==> config.mk <==
export PLATFORM = sky130hd
export DESIGN_NAME = indexed_array_insert_delete_core
export DESIGN_NICKNAME = d
export VERILOG_FILES = /design/src/hw/rtl/iaid_pkg.sv /design/src/hw/rtl/iaid_ctrl.sv /design/src/hw/rtl/iaid_dpath.sv /design/src/hw/rtl/indexed_array_insert_delete_core.sv
export SDC_FILE = /design/constraint.sdc
export NUM_CORES = 2
export LEC_CHECK = 0
export BUFFER_PORTS_ARGS = -buffer_cell sky130_fd_sc_hd__buf_4
export CAP_MARGIN = 20
export CORE_ASPECT_RATIO = 0.8
export CORE_MARGIN = 2
export CORE_UTILIZATION = 55
export CTS_BUF_LIST = sky130_fd_sc_hd__clkbuf_16
export DETAILED_ROUTE_END_ITERATION = 10
export HOLD_SLACK_MARGIN = 0.05
export PLACE_DENSITY = 0.71
export SLEW_MARGIN = 20
export SYNTH_ARGS = -nofsm -noshare
export SYNTH_HDL_FRONTEND = slang
export SYNTH_SLANG_ARGS = --single-unit
==> constraint.sdc <==
create_clock -name i_clk -period 6.63 [get_ports i_clk]
set_input_delay 1.326 -clock i_clk [delete_from_list [all_inputs] [get_ports i_clk]]
set_output_delay 1.326 -clock i_clk [all_outputs]
set_load 0.05 [all_outputs]
==> src/hw/rtl/iaid_pkg.sv <==
// Package: shared types, codes and constants for the indexed array insert/delete core.
`timescale 1ns / 1ps

package iaid_pkg;

    localparam int CAPACITY_DEF = 64;
    localparam int OP_W         = 2;
    localparam int POS_W        = 7;
    localparam int DATA_W       = 32;
    localparam int ST_W         = 2;
    localparam int COUNT_W      = 7;

    // Operation codes
    localparam logic [OP_W-1:0] OP_INSERT = 2'd0;
    localparam logic [OP_W-1:0] OP_DELETE = 2'd1;
    localparam logic [OP_W-1:0] OP_READ   = 2'd2;

    // Status codes
    localparam logic [ST_W-1:0] ST_OK     = 2'd0;
    localparam logic [ST_W-1:0] ST_BOUNDS = 2'd1;
    localparam logic [ST_W-1:0] ST_FULL   = 2'd2;

    typedef struct packed {
        logic [OP_W-1:0]          op;
        logic [POS_W-1:0]         position;
        logic signed [DATA_W-1:0] value;
    } t_iaid_in;

    typedef struct packed {
        logic [ST_W-1:0]          status;
        logic signed [DATA_W-1:0] read_data;
        logic [COUNT_W-1:0]       count;
    } t_iaid_out;

    typedef enum logic [3:0] {
        S_IDLE,
        S_DECODE,
        S_CHECK,
        S_SHIFT_RD,
        S_SHIFT_WR,
        S_WRITE,
        S_READ_WAIT,
        S_DONE
    } t_iaid_state;

    // Controller to datapath
    typedef struct packed {
        logic load;
        logic rd_item;
        logic rd_shift;
        logic wr_shift;
        logic wr_value;
        logic fetch;
        logic finish;
    } t_iaid_cmd;

    // Datapath to controller
    typedef struct packed {
        logic ok;
        logic is_ins;
        logic is_del;
        logic is_rd;
        logic more;
        logic out_free;
    } t_iaid_stat;

endpackage

==> src/hw/rtl/iaid_ctrl.sv <==
// Controller: sequences decode, entry shifting, value write, read and result hand-off.
`timescale 1ns / 1ps

module iaid_ctrl (
    input  logic                 i_clk,
    input  logic                 i_rst_n,
    input  logic                 i_start,
    input  iaid_pkg::t_iaid_stat i_stat,
    output iaid_pkg::t_iaid_cmd  o_cmd,
    output logic                 o_idle
);

    iaid_pkg::t_iaid_state r_state;
    iaid_pkg::t_iaid_state n_state;

    always_ff @(posedge i_clk) begin
        if (!i_rst_n) begin
            r_state <= iaid_pkg::S_IDLE;
        end else begin
            r_state <= n_state;
        end
    end

    always_comb begin
        n_state = r_state;
        unique case (r_state)
            iaid_pkg::S_IDLE: begin
                if (i_start) n_state = iaid_pkg::S_DECODE;
            end
            iaid_pkg::S_DECODE: begin
                priority if (!i_stat.ok) n_state = iaid_pkg::S_DONE;
                else if (i_stat.is_rd)   n_state = iaid_pkg::S_READ_WAIT;
                else                     n_state = iaid_pkg::S_CHECK;
            end
            iaid_pkg::S_CHECK: begin
                priority if (i_stat.more) n_state = iaid_pkg::S_SHIFT_RD;
                else if (i_stat.is_ins)   n_state = iaid_pkg::S_WRITE;
                else                      n_state = iaid_pkg::S_DONE;
            end
            iaid_pkg::S_SHIFT_RD:  n_state = iaid_pkg::S_SHIFT_WR;
            iaid_pkg::S_SHIFT_WR:  n_state = iaid_pkg::S_CHECK;
            iaid_pkg::S_WRITE:     n_state = iaid_pkg::S_DONE;
            iaid_pkg::S_READ_WAIT: n_state = iaid_pkg::S_DONE;
            iaid_pkg::S_DONE: begin
                // hold the result until the output register frees up
                if (i_stat.out_free) n_state = iaid_pkg::S_IDLE;
            end
            default: n_state = iaid_pkg::S_IDLE;
        endcase
    end

    always_comb begin
        o_cmd  = '0;
        o_idle = 1'b0;
        unique case (r_state)
            iaid_pkg::S_IDLE: begin
                o_idle     = 1'b1;
                o_cmd.load = i_start;
            end
            iaid_pkg::S_DECODE:    o_cmd.rd_item  = i_stat.ok & i_stat.is_rd;
            iaid_pkg::S_CHECK:     o_cmd          = '0;
            iaid_pkg::S_SHIFT_RD:  o_cmd.rd_shift = 1'b1;
            iaid_pkg::S_SHIFT_WR:  o_cmd.wr_shift = 1'b1;
            iaid_pkg::S_WRITE:     o_cmd.wr_value = 1'b1;
            iaid_pkg::S_READ_WAIT: o_cmd.fetch    = 1'b1;
            iaid_pkg::S_DONE:      o_cmd.finish   = i_stat.out_free;
            default:               o_cmd          = '0;
        endcase
    end

endmodule

==> src/hw/rtl/iaid_dpath.sv <==
// Datapath: entry memory, element count, working index, status and output register.
`timescale 1ns / 1ps

module iaid_dpath #(
    parameter int CAPACITY = iaid_pkg::CAPACITY_DEF
) (
    input  logic                 i_clk,
    input  logic                 i_rst_n,
    input  iaid_pkg::t_iaid_in   i_item,
    input  iaid_pkg::t_iaid_cmd  i_cmd,
    output iaid_pkg::t_iaid_stat o_stat,
    output logic                 o_out_valid,
    input  logic                 i_out_ready,
    output iaid_pkg::t_iaid_out  o_out_item
);

    localparam int UW   = $clog2(CAPACITY + 1);
    localparam int AW   = $clog2(CAPACITY);
    localparam int CMPW = (UW > iaid_pkg::POS_W) ? UW : iaid_pkg::POS_W;

    logic signed [iaid_pkg::DATA_W-1:0] r_mem [CAPACITY];
    logic signed [iaid_pkg::DATA_W-1:0] r_rd_data;
    logic signed [iaid_pkg::DATA_W-1:0] r_val;
    logic signed [iaid_pkg::DATA_W-1:0] r_data;
    logic [iaid_pkg::OP_W-1:0]          r_op;
    logic [iaid_pkg::POS_W-1:0]         r_pos;
    logic [UW-1:0]                      r_used;
    logic [UW-1:0]                      n_used;
    logic [UW-1:0]                      r_idx;
    logic                               r_out_valid;
    iaid_pkg::t_iaid_out                r_out_item;

    logic [CMPW-1:0]            pos_ext;
    logic [CMPW-1:0]            in_pos_ext;
    logic [CMPW-1:0]            used_ext;
    logic [CMPW-1:0]            idx_ext;
    logic [CMPW-1:0]            n_used_ext;
    logic [UW:0]                idx_p1;
    logic [UW-1:0]              idx_m1;
    logic [iaid_pkg::ST_W-1:0]  status;
    logic                       is_ins;
    logic                       is_del;
    logic                       is_rd;
    logic                       ok;
    logic                       rd_en;
    logic [AW-1:0]              rd_addr;
    logic                       wr_en;
    logic [AW-1:0]              wr_addr;
    logic signed [iaid_pkg::DATA_W-1:0] wr_data;

    assign pos_ext    = CMPW'(r_pos);
    assign in_pos_ext = CMPW'(i_item.position);
    assign used_ext   = CMPW'(r_used);
    assign idx_ext    = CMPW'(r_idx);
    assign idx_p1     = {1'b0, r_idx} + (UW+1)'(1);
    assign idx_m1     = r_idx - UW'(1);

    assign is_ins = (r_op == iaid_pkg::OP_INSERT);
    assign is_del = (r_op == iaid_pkg::OP_DELETE);
    assign is_rd  = (r_op == iaid_pkg::OP_READ);

    // Bounds check before the full check on insert
    always_comb begin
        status = iaid_pkg::ST_BOUNDS;
        priority if (is_ins) begin
            priority if (pos_ext > used_ext)         status = iaid_pkg::ST_BOUNDS;
            else if (r_used >= UW'(CAPACITY))       status = iaid_pkg::ST_FULL;
            else                                    status = iaid_pkg::ST_OK;
        end else if (is_del || is_rd) begin
            if (pos_ext < used_ext) status = iaid_pkg::ST_OK;
        end else begin
            status = iaid_pkg::ST_BOUNDS;
        end
    end

    assign ok = (status == iaid_pkg::ST_OK);

    assign o_stat.ok       = ok;
    assign o_stat.is_ins   = is_ins;
    assign o_stat.is_del   = is_del;
    assign o_stat.is_rd    = is_rd;
    assign o_stat.more     = is_ins ? (idx_ext > pos_ext) : (idx_p1 < {1'b0, r_used});
    assign o_stat.out_free = !r_out_valid || i_out_ready;

    // Memory port steering: insert moves idx-1 to idx, delete moves idx+1 to idx
    always_comb begin
        rd_en = i_cmd.rd_item | i_cmd.rd_shift;
        priority if (i_cmd.rd_item) rd_addr = pos_ext[AW-1:0];
        else if (is_ins)            rd_addr = idx_m1[AW-1:0];
        else                        rd_addr = idx_p1[AW-1:0];
    end

    always_comb begin
        wr_en = i_cmd.wr_shift | i_cmd.wr_value;
        if (i_cmd.wr_value) begin
            wr_addr = pos_ext[AW-1:0];
            wr_data = r_val;
        end else begin
            wr_addr = r_idx[AW-1:0];
            wr_data = r_rd_data;
        end
    end

    always_ff @(posedge i_clk) begin
        if (wr_en) r_mem[wr_addr] <= wr_data;
        if (rd_en) r_rd_data <= r_mem[rd_addr];
    end

    always_comb begin
        n_used = r_used;
        if (ok && is_ins) n_used = r_used + UW'(1);
        if (ok && is_del) n_used = r_used - UW'(1);
    end

    assign n_used_ext = CMPW'(n_used);

    always_ff @(posedge i_clk) begin
        if (i_cmd.load) begin
            r_op  <= i_item.op;
            r_pos <= i_item.position;
            r_val <= i_item.value;
            r_data <= '0;
            r_idx <= (i_item.op == iaid_pkg::OP_INSERT) ? r_used : in_pos_ext[UW-1:0];
        end else begin
            if (i_cmd.wr_shift) r_idx <= is_ins ? idx_m1 : idx_p1[UW-1:0];
            if (i_cmd.fetch)    r_data <= r_rd_data;
        end
        if (i_cmd.finish) begin
            r_out_item.status    <= status;
            r_out_item.read_data <= r_data;
            r_out_item.count     <= n_used_ext[iaid_pkg::COUNT_W-1:0];
        end
    end

    always_ff @(posedge i_clk) begin
        if (!i_rst_n) begin
            r_used      <= '0;
            r_out_valid <= 1'b0;
        end else begin
            if (i_cmd.finish) r_used <= n_used;
            if (i_cmd.finish)     r_out_valid <= 1'b1;
            else if (i_out_ready) r_out_valid <= 1'b0;
        end
    end

    assign o_out_valid = r_out_valid;
    assign o_out_item  = r_out_item;

endmodule

==> src/hw/rtl/indexed_array_insert_delete_core.sv <==
// From accept to result: a read passes decode, read wait and done; a failed item goes from
// decode to done; a delete runs check and move rounds, one per moved entry, and an insert
// also writes its value; the core then returns to idle. One item at a time; each moved entry
// costs a read, a write and a check on the one-read, one-write entry memory, which sets the rate.
// Synchronous active-low reset empties the list and clears the output valid flag;
// entry contents are not cleared.
`timescale 1ns / 1ps

module indexed_array_insert_delete_core #(
    parameter int CAPACITY = iaid_pkg::CAPACITY_DEF
) (
    input  logic                i_clk,
    input  logic                i_rst_n,
    input  logic                i_in_valid,
    output logic                o_in_ready,
    input  iaid_pkg::t_iaid_in  i_in_item,
    output logic                o_out_valid,
    input  logic                i_out_ready,
    output iaid_pkg::t_iaid_out o_out_item
);

    iaid_pkg::t_iaid_cmd  cmd;
    iaid_pkg::t_iaid_stat stat;
    logic                 idle;

    assign o_in_ready = idle;

    iaid_ctrl u_ctrl (
        .i_clk   (i_clk),
        .i_rst_n (i_rst_n),
        .i_start (i_in_valid),
        .i_stat  (stat),
        .o_cmd   (cmd),
        .o_idle  (idle)
    );

    iaid_dpath #(
        .CAPACITY (CAPACITY)
    ) u_dpath (
        .i_clk       (i_clk),
        .i_rst_n     (i_rst_n),
        .i_item      (i_in_item),
        .i_cmd       (cmd),
        .o_stat      (stat),
        .o_out_valid (o_out_valid),
        .i_out_ready (i_out_ready),
        .o_out_item  (o_out_item)
    );

    // One item in flight: no accept right after an accept
    a_one_in_flight: assert property (@(posedge i_clk) disable iff (!i_rst_n)
        (i_in_valid && o_in_ready) |=> !o_in_ready)
        else $error("item accepted while another is in flight");

    // Failed operations return zero data
    a_err_zero_data: assert property (@(posedge i_clk) disable iff (!i_rst_n)
        (o_out_valid && (o_out_item.status != iaid_pkg::ST_OK)) |-> (o_out_item.read_data == '0))
        else $error("nonzero read data on a failed operation");

    // A full report comes only with a full list
    a_full_count: assert property (@(posedge i_clk) disable iff (!i_rst_n)
        (o_out_valid && (o_out_item.status == iaid_pkg::ST_FULL))
            |-> (o_out_item.count == iaid_pkg::COUNT_W'(CAPACITY)))
        else $error("full status with list not at capacity");

endmodule
Word-level counts from Yosys, hierarchy flattened
Memory sizes are Yosys's and may differ from the RTL's. A register that Yosys moved wholly into a read port is not among the register bits.
Cells that the tools add are included.
{ "totals": {"register_bits": 133, "output_inout_bits": 43, "in_bits": 45, "ram_bits": 2048, "n_memories": 1, "wordCells": 83} }
{ "classes": {"n_reduce_logical": 13, "n_eq_ne": 11, "bitwise_logic": 3, "n_mux": 35, "n_addsub": 4, "order_cmp": 5} }
{ "memory_table": {"columns": ["memory", "depth", "word_bits", "rd", "rd_clocked_by_memory_dff", "wr", "line", "rtl"], "rows": [
  ["u_dpath.r_mem", 64, 32, 1, 1, 1, "iaid_dpath.sv:21", "logic signed [iaid_pkg::DATA_W-1:0] r_mem [CAPACITY];"]
]} }
{ "op_table": {"columns": ["op", "n"], "rows": [
  ["$mux W7", 6],
  ["$mux W32", 1],
  ["$pmux W4 S7", 1],
  ["$mux W6", 3],
  ["$eq A4 B3 Y1 const B", 4],
  ["$mux W4", 4],
  ["$mux W1", 15],
  ["$gt A7 B7 Y1", 2],
  ["$sub A7 B1 Y7 const B", 2],
  ["$add A7 B1 Y8 const B", 1],
  ["$eq A4 B2 Y1 const B", 2],
  ["$lt A8 B7 Y1", 1],
  ["$mux W2", 4],
  ["$add A7 B1 Y7 const B", 1],
  ["$ge A7 B7 Y1 const B", 1],
  ["$lt A7 B7 Y1", 1],
  ["$logic_not A2 Y1", 3],
  ["$eq A4 B1 Y1 const B", 1],
  ["$logic_not A4 Y1", 1],
  ["$reduce_bool A2 Y1", 2],
  ["$mux W3", 1],
  ["$eq A2 B1 Y1 const B", 1],
  ["$eq A2 B2 Y1 const B", 1],
  ["$logic_and A1 B1 Y1", 2],
  ["8 further kinds", 10]
]} }

Logic depth before layout (Yosys ltp)
{ "logic_depth": {"ltp_word": 8, "mapped_depth": 17, "mapped_depth_nobuf": 13} }

By module
From an unflattened synthesis, not the netlist that was laid out.
{ "unflattened": {"cells_unflattened": 5657, "hier_area_um2": 89867.4} }
{ "modules_own_cells": {"columns": ["mod", "seq_area_each_um2", "cells_each", "area_per_inst_um2", "instances"], "rows": [
  ["iaid_dpath", 65933.2, 5625, 89623.5, 1],
  ["iaid_ctrl", 60.1, 32, 244.0, 1]
]} }

Worst setup path before layout
No wires, ideal clock.
{ "synth_path": {"kind": "reg-to-reg", "start": "register u_ctrl.r_state[0]", "end": "register u_dpath.r_pos (netlist bit u_dpath.pos_ext[0]), enable pin", "slack_ns": 2.771, "arrival_ns": 3.438, "stages_incl_launch_ff": 6, "n_path_buf": 3, "period_less_slack_ns": 3.859, "setup_ns": 0.421, "t_required_ns": 6.209, "cell_sequence": "dfxtp_1 buf_4 nor3_1 and2_1 clkbuf_1 buf_1"} }
{ "synth_rtl": {"columns": ["item", "line", "rtl"], "rows": [
  ["start, declared", "iaid_ctrl.sv:13", "iaid_pkg::t_iaid_state r_state;"],
  ["start signal, assigned", "iaid_ctrl.sv:18", "r_state <= iaid_pkg::S_IDLE;"],
  ["start signal, assigned", "iaid_ctrl.sv:20", "r_state <= n_state;"],
  ["end signal, assigned", "iaid_dpath.sv:120", "r_pos <= i_item.position;"],
  ["end, declared", "iaid_dpath.sv:26", "logic [iaid_pkg::POS_W-1:0] r_pos;"]
]} }

Final worst setup path
{ "layout_path": {"start": "register u_dpath.r_used[2]", "end": "register u_dpath.r_rd_data[17] (netlist name), read port of u_dpath.r_mem, data pin"} }
{ "layout_between": {"elab_chain_len": 8, "elab_cells_between_ends": 13, "classes_between": "3 x order compare; 7 x mux; 2 x bitwise; 1 x reduce/logical"} }
{ "layout_rtl": {"columns": ["item", "line", "rtl"], "rows": [
  ["start, declared", "iaid_dpath.sv:27", "logic [UW-1:0] r_used;"],
  ["start signal, assigned", "iaid_dpath.sv:140", "if (i_cmd.finish) r_used <= n_used;"],
  ["$lt A7 B7 Y1 / $ge A7 B7 Y1 (equally long branches)", "iaid_dpath.sv:70, iaid_dpath.sv:67", null],
  ["$mux W1 / $mux W2 (equally long branches)", "iaid_dpath.sv:70, iaid_dpath.sv:67", null],
  ["$mux W1 / $mux W2 (equally long branches)", "iaid_dpath.sv:69, iaid_dpath.sv:66", null],
  ["$mux W2 *", "iaid_dpath.sv:65", "priority if (is_ins) begin"],
  ["$logic_not A2 Y1 *", "iaid_dpath.sv:76", "assign ok = (status == iaid_pkg::ST_OK);"],
  ["$and A1 B1 Y1 *", "iaid_ctrl.sv:60", "iaid_pkg::S_DECODE: o_cmd.rd_item = i_stat.ok & i_stat.is_rd;"],
  ["$mux W1 *", "iaid_ctrl.sv:55", "unique case (r_state)"],
  ["$mux W6 / $or A1 B1 Y1 (equally long branches)", "iaid_dpath.sv:88, iaid_dpath.sv:87", null],
  ["end, declared", "iaid_dpath.sv:22", "logic signed [iaid_pkg::DATA_W-1:0] r_rd_data;"]
]} }
Every way passes the cells marked *; elsewhere a longest branch is shown, timed or not.
A chain may end at the register's enable or synchronous reset.

==> impl_metrics.csv <==
group,metric,value,unit
place,place_ws,0.9582,ns
worst_hold_path,min_path_type,"register to register",
detailed_routing,drc,0,
finish,layout_commonest_cell,"edfxtp_1",
sta,fin_hold_ws,0.4252,ns
logic_synthesis,netlist_area,86050,µm²
flow_run,maxCapViolations,0,
logic_synthesis,synth_xor_area_share,0.1934,%
logic_synthesis,synth_top_family_by_area,"simple AND/OR/NAND/NOR gates",
logic_synthesis,synth-simple-area-share,7.340,%
logic_synthesis,yosysSeqAreaShare,76.69,%
sta,worstMarginPinSlew,1.202,ns
die,die-area,159700,µm²
sta,finClkSkew,0.03062,ns
finish,register_area,65990,µm²
place,place_congestion,0.8951,
outcome,status,"finished, final reports clean",
logic_synthesis,yosys_warnings,0,
global_route,antenna_found_initial,11,
sta,finalHoldViolations,0,
die,fp-row-count,129,
critical_path,critPathMaxFanout,29,
finish,post-route-util,62.62,%
place,dp_hpwl,135100,µm
die,start_util,55.53,%
sta,worst_slew_margin_rel,19.37,%
clock_network,cts_setup_buffers,0,
detailed_routing,num_vias,51870,
logic_synthesis,synth-edff-count,2169,
logic_synthesis,synth_cell_types,58,
finish,syn_to_final_growth,12.76,%
power,ir_worst_vdd,0.0005364,V
detailed_routing,routedWlPerCell,29.82,µm
finish,fill_cells,10880,
detailed_routing,viasPerCell,6.445,
power,clkPwrFrac,22.5,%
global_route,grt_pass1_wl,342800,µm
power,p_int,29.14,mW
sta,tns,0,ns
finish,drive_gt1_share,12.58,%
clock_network,clock_latency,0.85,ns
die,core-area,154900,µm²
logic_synthesis,synth_cells,5652,
clock_network,htreeDepth,4,
sta,grt_setup_unrepaired,"false",
detailed_routing,drt-initial-drc-count,8153,
power,switchingPower,19.91,mW
logic_synthesis,yosysTopAreaCell,"edfxtp_1",
die,io_pins,88,
finish,multiInputGateArea,19270,µm²
detailed_routing,drt-pass1-iter-count,6,
logic_synthesis,syn_nets,5724,
place,port_buffers,87,
global_route,grt_overflow,0,
clock_network,cts_tree,"built",
finish,layout_common_cells,"2169 x edfxtp_1, 1101 x nand2_1, 547 x a21oi_1",
clock_network,cts_buffers,202,
logic_synthesis,synth_top_area_share,75.69,%
critical_path,arrival,6.53,ns
critical_path,criticalPathCategory,"register to register",
logic_synthesis,synth_compound_area_share,6.677,%
global_route,groute.usage.overall,29.83,%
clock_network,cts_root_buf,"clkbuf_16",
power,powerDensity,505.5,nW/µm²
critical_path,required,7.17,ns
sta,maxSlewViolCount,0,
logic_synthesis,synthAdderAreaFrac,0.3926,%
power,p_sw_share,40.59,%
logic_synthesis,ys_seq_elements,2212,
clock_network,clock_sinks,2212,
clock_network,holdBufCountCts,0,
power,p_comb_share,41.3,%
detailed_routing,ant_nets,0,
critical_path,end_kind,"register",
global_route,grt_pass1_vias,48350,
clock_network,clockBufferDepth,3,
logic_synthesis,syn_avg_cell_area,15.22,µm²
power,power_frac_seq,36.2,%
finish,fin_nets,5930,
logic_synthesis,synthFlopType,"edfxtp_1",
logic_synthesis,synth_area_leaders,"edfxtp_1 76%, mux2i_1 6.3%, nand2_1 4.8%",
global_route,grt_start_max_net_pins,115,
sta,finalCritPeriodShare,90.34,%
sta,timing.final.ws_setup,0.6406,ns
sta,max_freq,0.1670,GHz
clock_network,ctsResizeCount,0,
die,dieWidth,446.2,µm
power,leakage,32.10,nW
sta,finalSetupViolCount,0,
sta,period_minus_slack,5.989,ns
clock_network,clkTransAtPathRegs,0.06,ns
die,die_h,357.8,µm
detailed_routing,routed_wl,240100,µm
critical_path,crit_path_start_kind,"register",
logic_synthesis,synthArstFlopShare,0,%
logic_synthesis,muxShareOfSynthArea,6.769,%
==> logic make-up (layout without fill, tap and decap cells) <==
| group | after synthesis | after routing |
|---|---|---|
| other | 0 | 1 |
| XOR/XNOR | 19 | 19 |
| flip-flops | 2212 | 2212 |
| buffers and inverters | 353 | 719 |
| multiplexers | 577 | 577 |
| adder cells (fa/ha/maj) | 27 | 27 |
| AO/OA/AOI/OAI | 979 | 979 |
| AND/OR/NAND/NOR | 1485 | 1485 |
==> state kept, by name, indices dropped and copies added (netlist names) <==
register,cells
u_dpath.pos_ext,7
u_dpath.o_out_valid,1
u_dpath.r_rd_data,32
u_dpath.r_used,7
u_ctrl.r_state,3
u_dpath.r_val,32
u_dpath.idx_ext,7
u_dpath.o_out_item,41
u_dpath.r_data,32
u_dpath.r_mem,2048
u_dpath.r_op,2
==> power by group through the flow <==
| stage | Sequential [mW] | Clock [mW] | Combinational (mW) |
|---|---|---|---|
| finish | 17.7 | 11.0 | 20.3 |
| floorplan | 17.8 | 0 | 11.0 |
| global route | 17.8 | 11.6 | 21.1 |
| CTS | 17.7 | 11.1 | 19.7 |
| detailed placement | 18.0 | 0 | 19.6 |
| global placement | 18.0 | 0 | 19.2 |
==> area by class of cell <==
type	count	area share [%]
Sequential cell	2212	68.01
Multi-Input combinational cell	3087	19.86
Clock buffer	204	5.261
Timing Repair Buffer	334	3.064
Tap cell	2030	2.618
Clock inverter	160	1.104
Inverter	21	0.08124
Antenna cell	1	0.002579
==> per-stage QoR <==
step | std cells | cell area (µm²) | power, mW
floorplan | 5652 | 86050 | 28.80
global placement | 7671 | 90520 | 37.21
detailed placement | 7680 | 90740 | 37.57
CTS | 8044 | 96920 | 48.45
global route | 8048 | 97030 | 50.47
finish | 8049 | 97030 | 49.05
==> layer usage <==
metal / track usage [%] / part of all wire, % / vias to the layer above
met5: 0 / 0.022 / -
met4: 9.092 / 2.8 / 8
met3: 10.62 / 16 / 382
met2: 41.09 / 42 / 3669
met1: 44.60 / 39 / 25780
li1: - / - / 22030
==> critical path: stages, from the launching register on <==
cell and delay (ns):
dfxtp_1 0.44, inv_1 0.19, ha_1 0.36, nand3b_1 0.10, a21oi_2 0.29, o2bb2ai_1 0.17
o21ai_4 0.70, mux2i_1 0.77, nand2_2 0.81, nor4_1 1.21, o32a_1 0.52, nor4_1 0.12
==> synthesized netlist by cell type (20+ instances only) <==
cell type  number
edfxtp_1     2169
nand2_1      1102
a21oi_1       548
mux2i_1       543
o22ai_1       269
nor4_1        193
buf_2         174
clkbuf_1      101
nor2_1         97
dfxtp_1        43
o41ai_1        37
mux2_2         32
o31ai_1        32
buf_4          31
o32a_1         28
or4_1          28
ha_1           27
buf_1          25
inv_1          21
o21ai_0        20
==> worst paths after layout <==
kind                       from                     end  slack (ns)  cells after the start
max           u_dpath.r_used[2]   u_dpath.r_rd_data[17]        0.64                     11
min          u_dpath.r_data[13]  u_dpath.o_out_item[20]        0.43                      0
max reg2reg   u_dpath.r_used[2]   u_dpath.r_rd_data[17]        0.64                     11
min reg2reg  u_dpath.r_data[13]  u_dpath.o_out_item[20]        0.43                      0
Power figures use the tool's default switching activity.
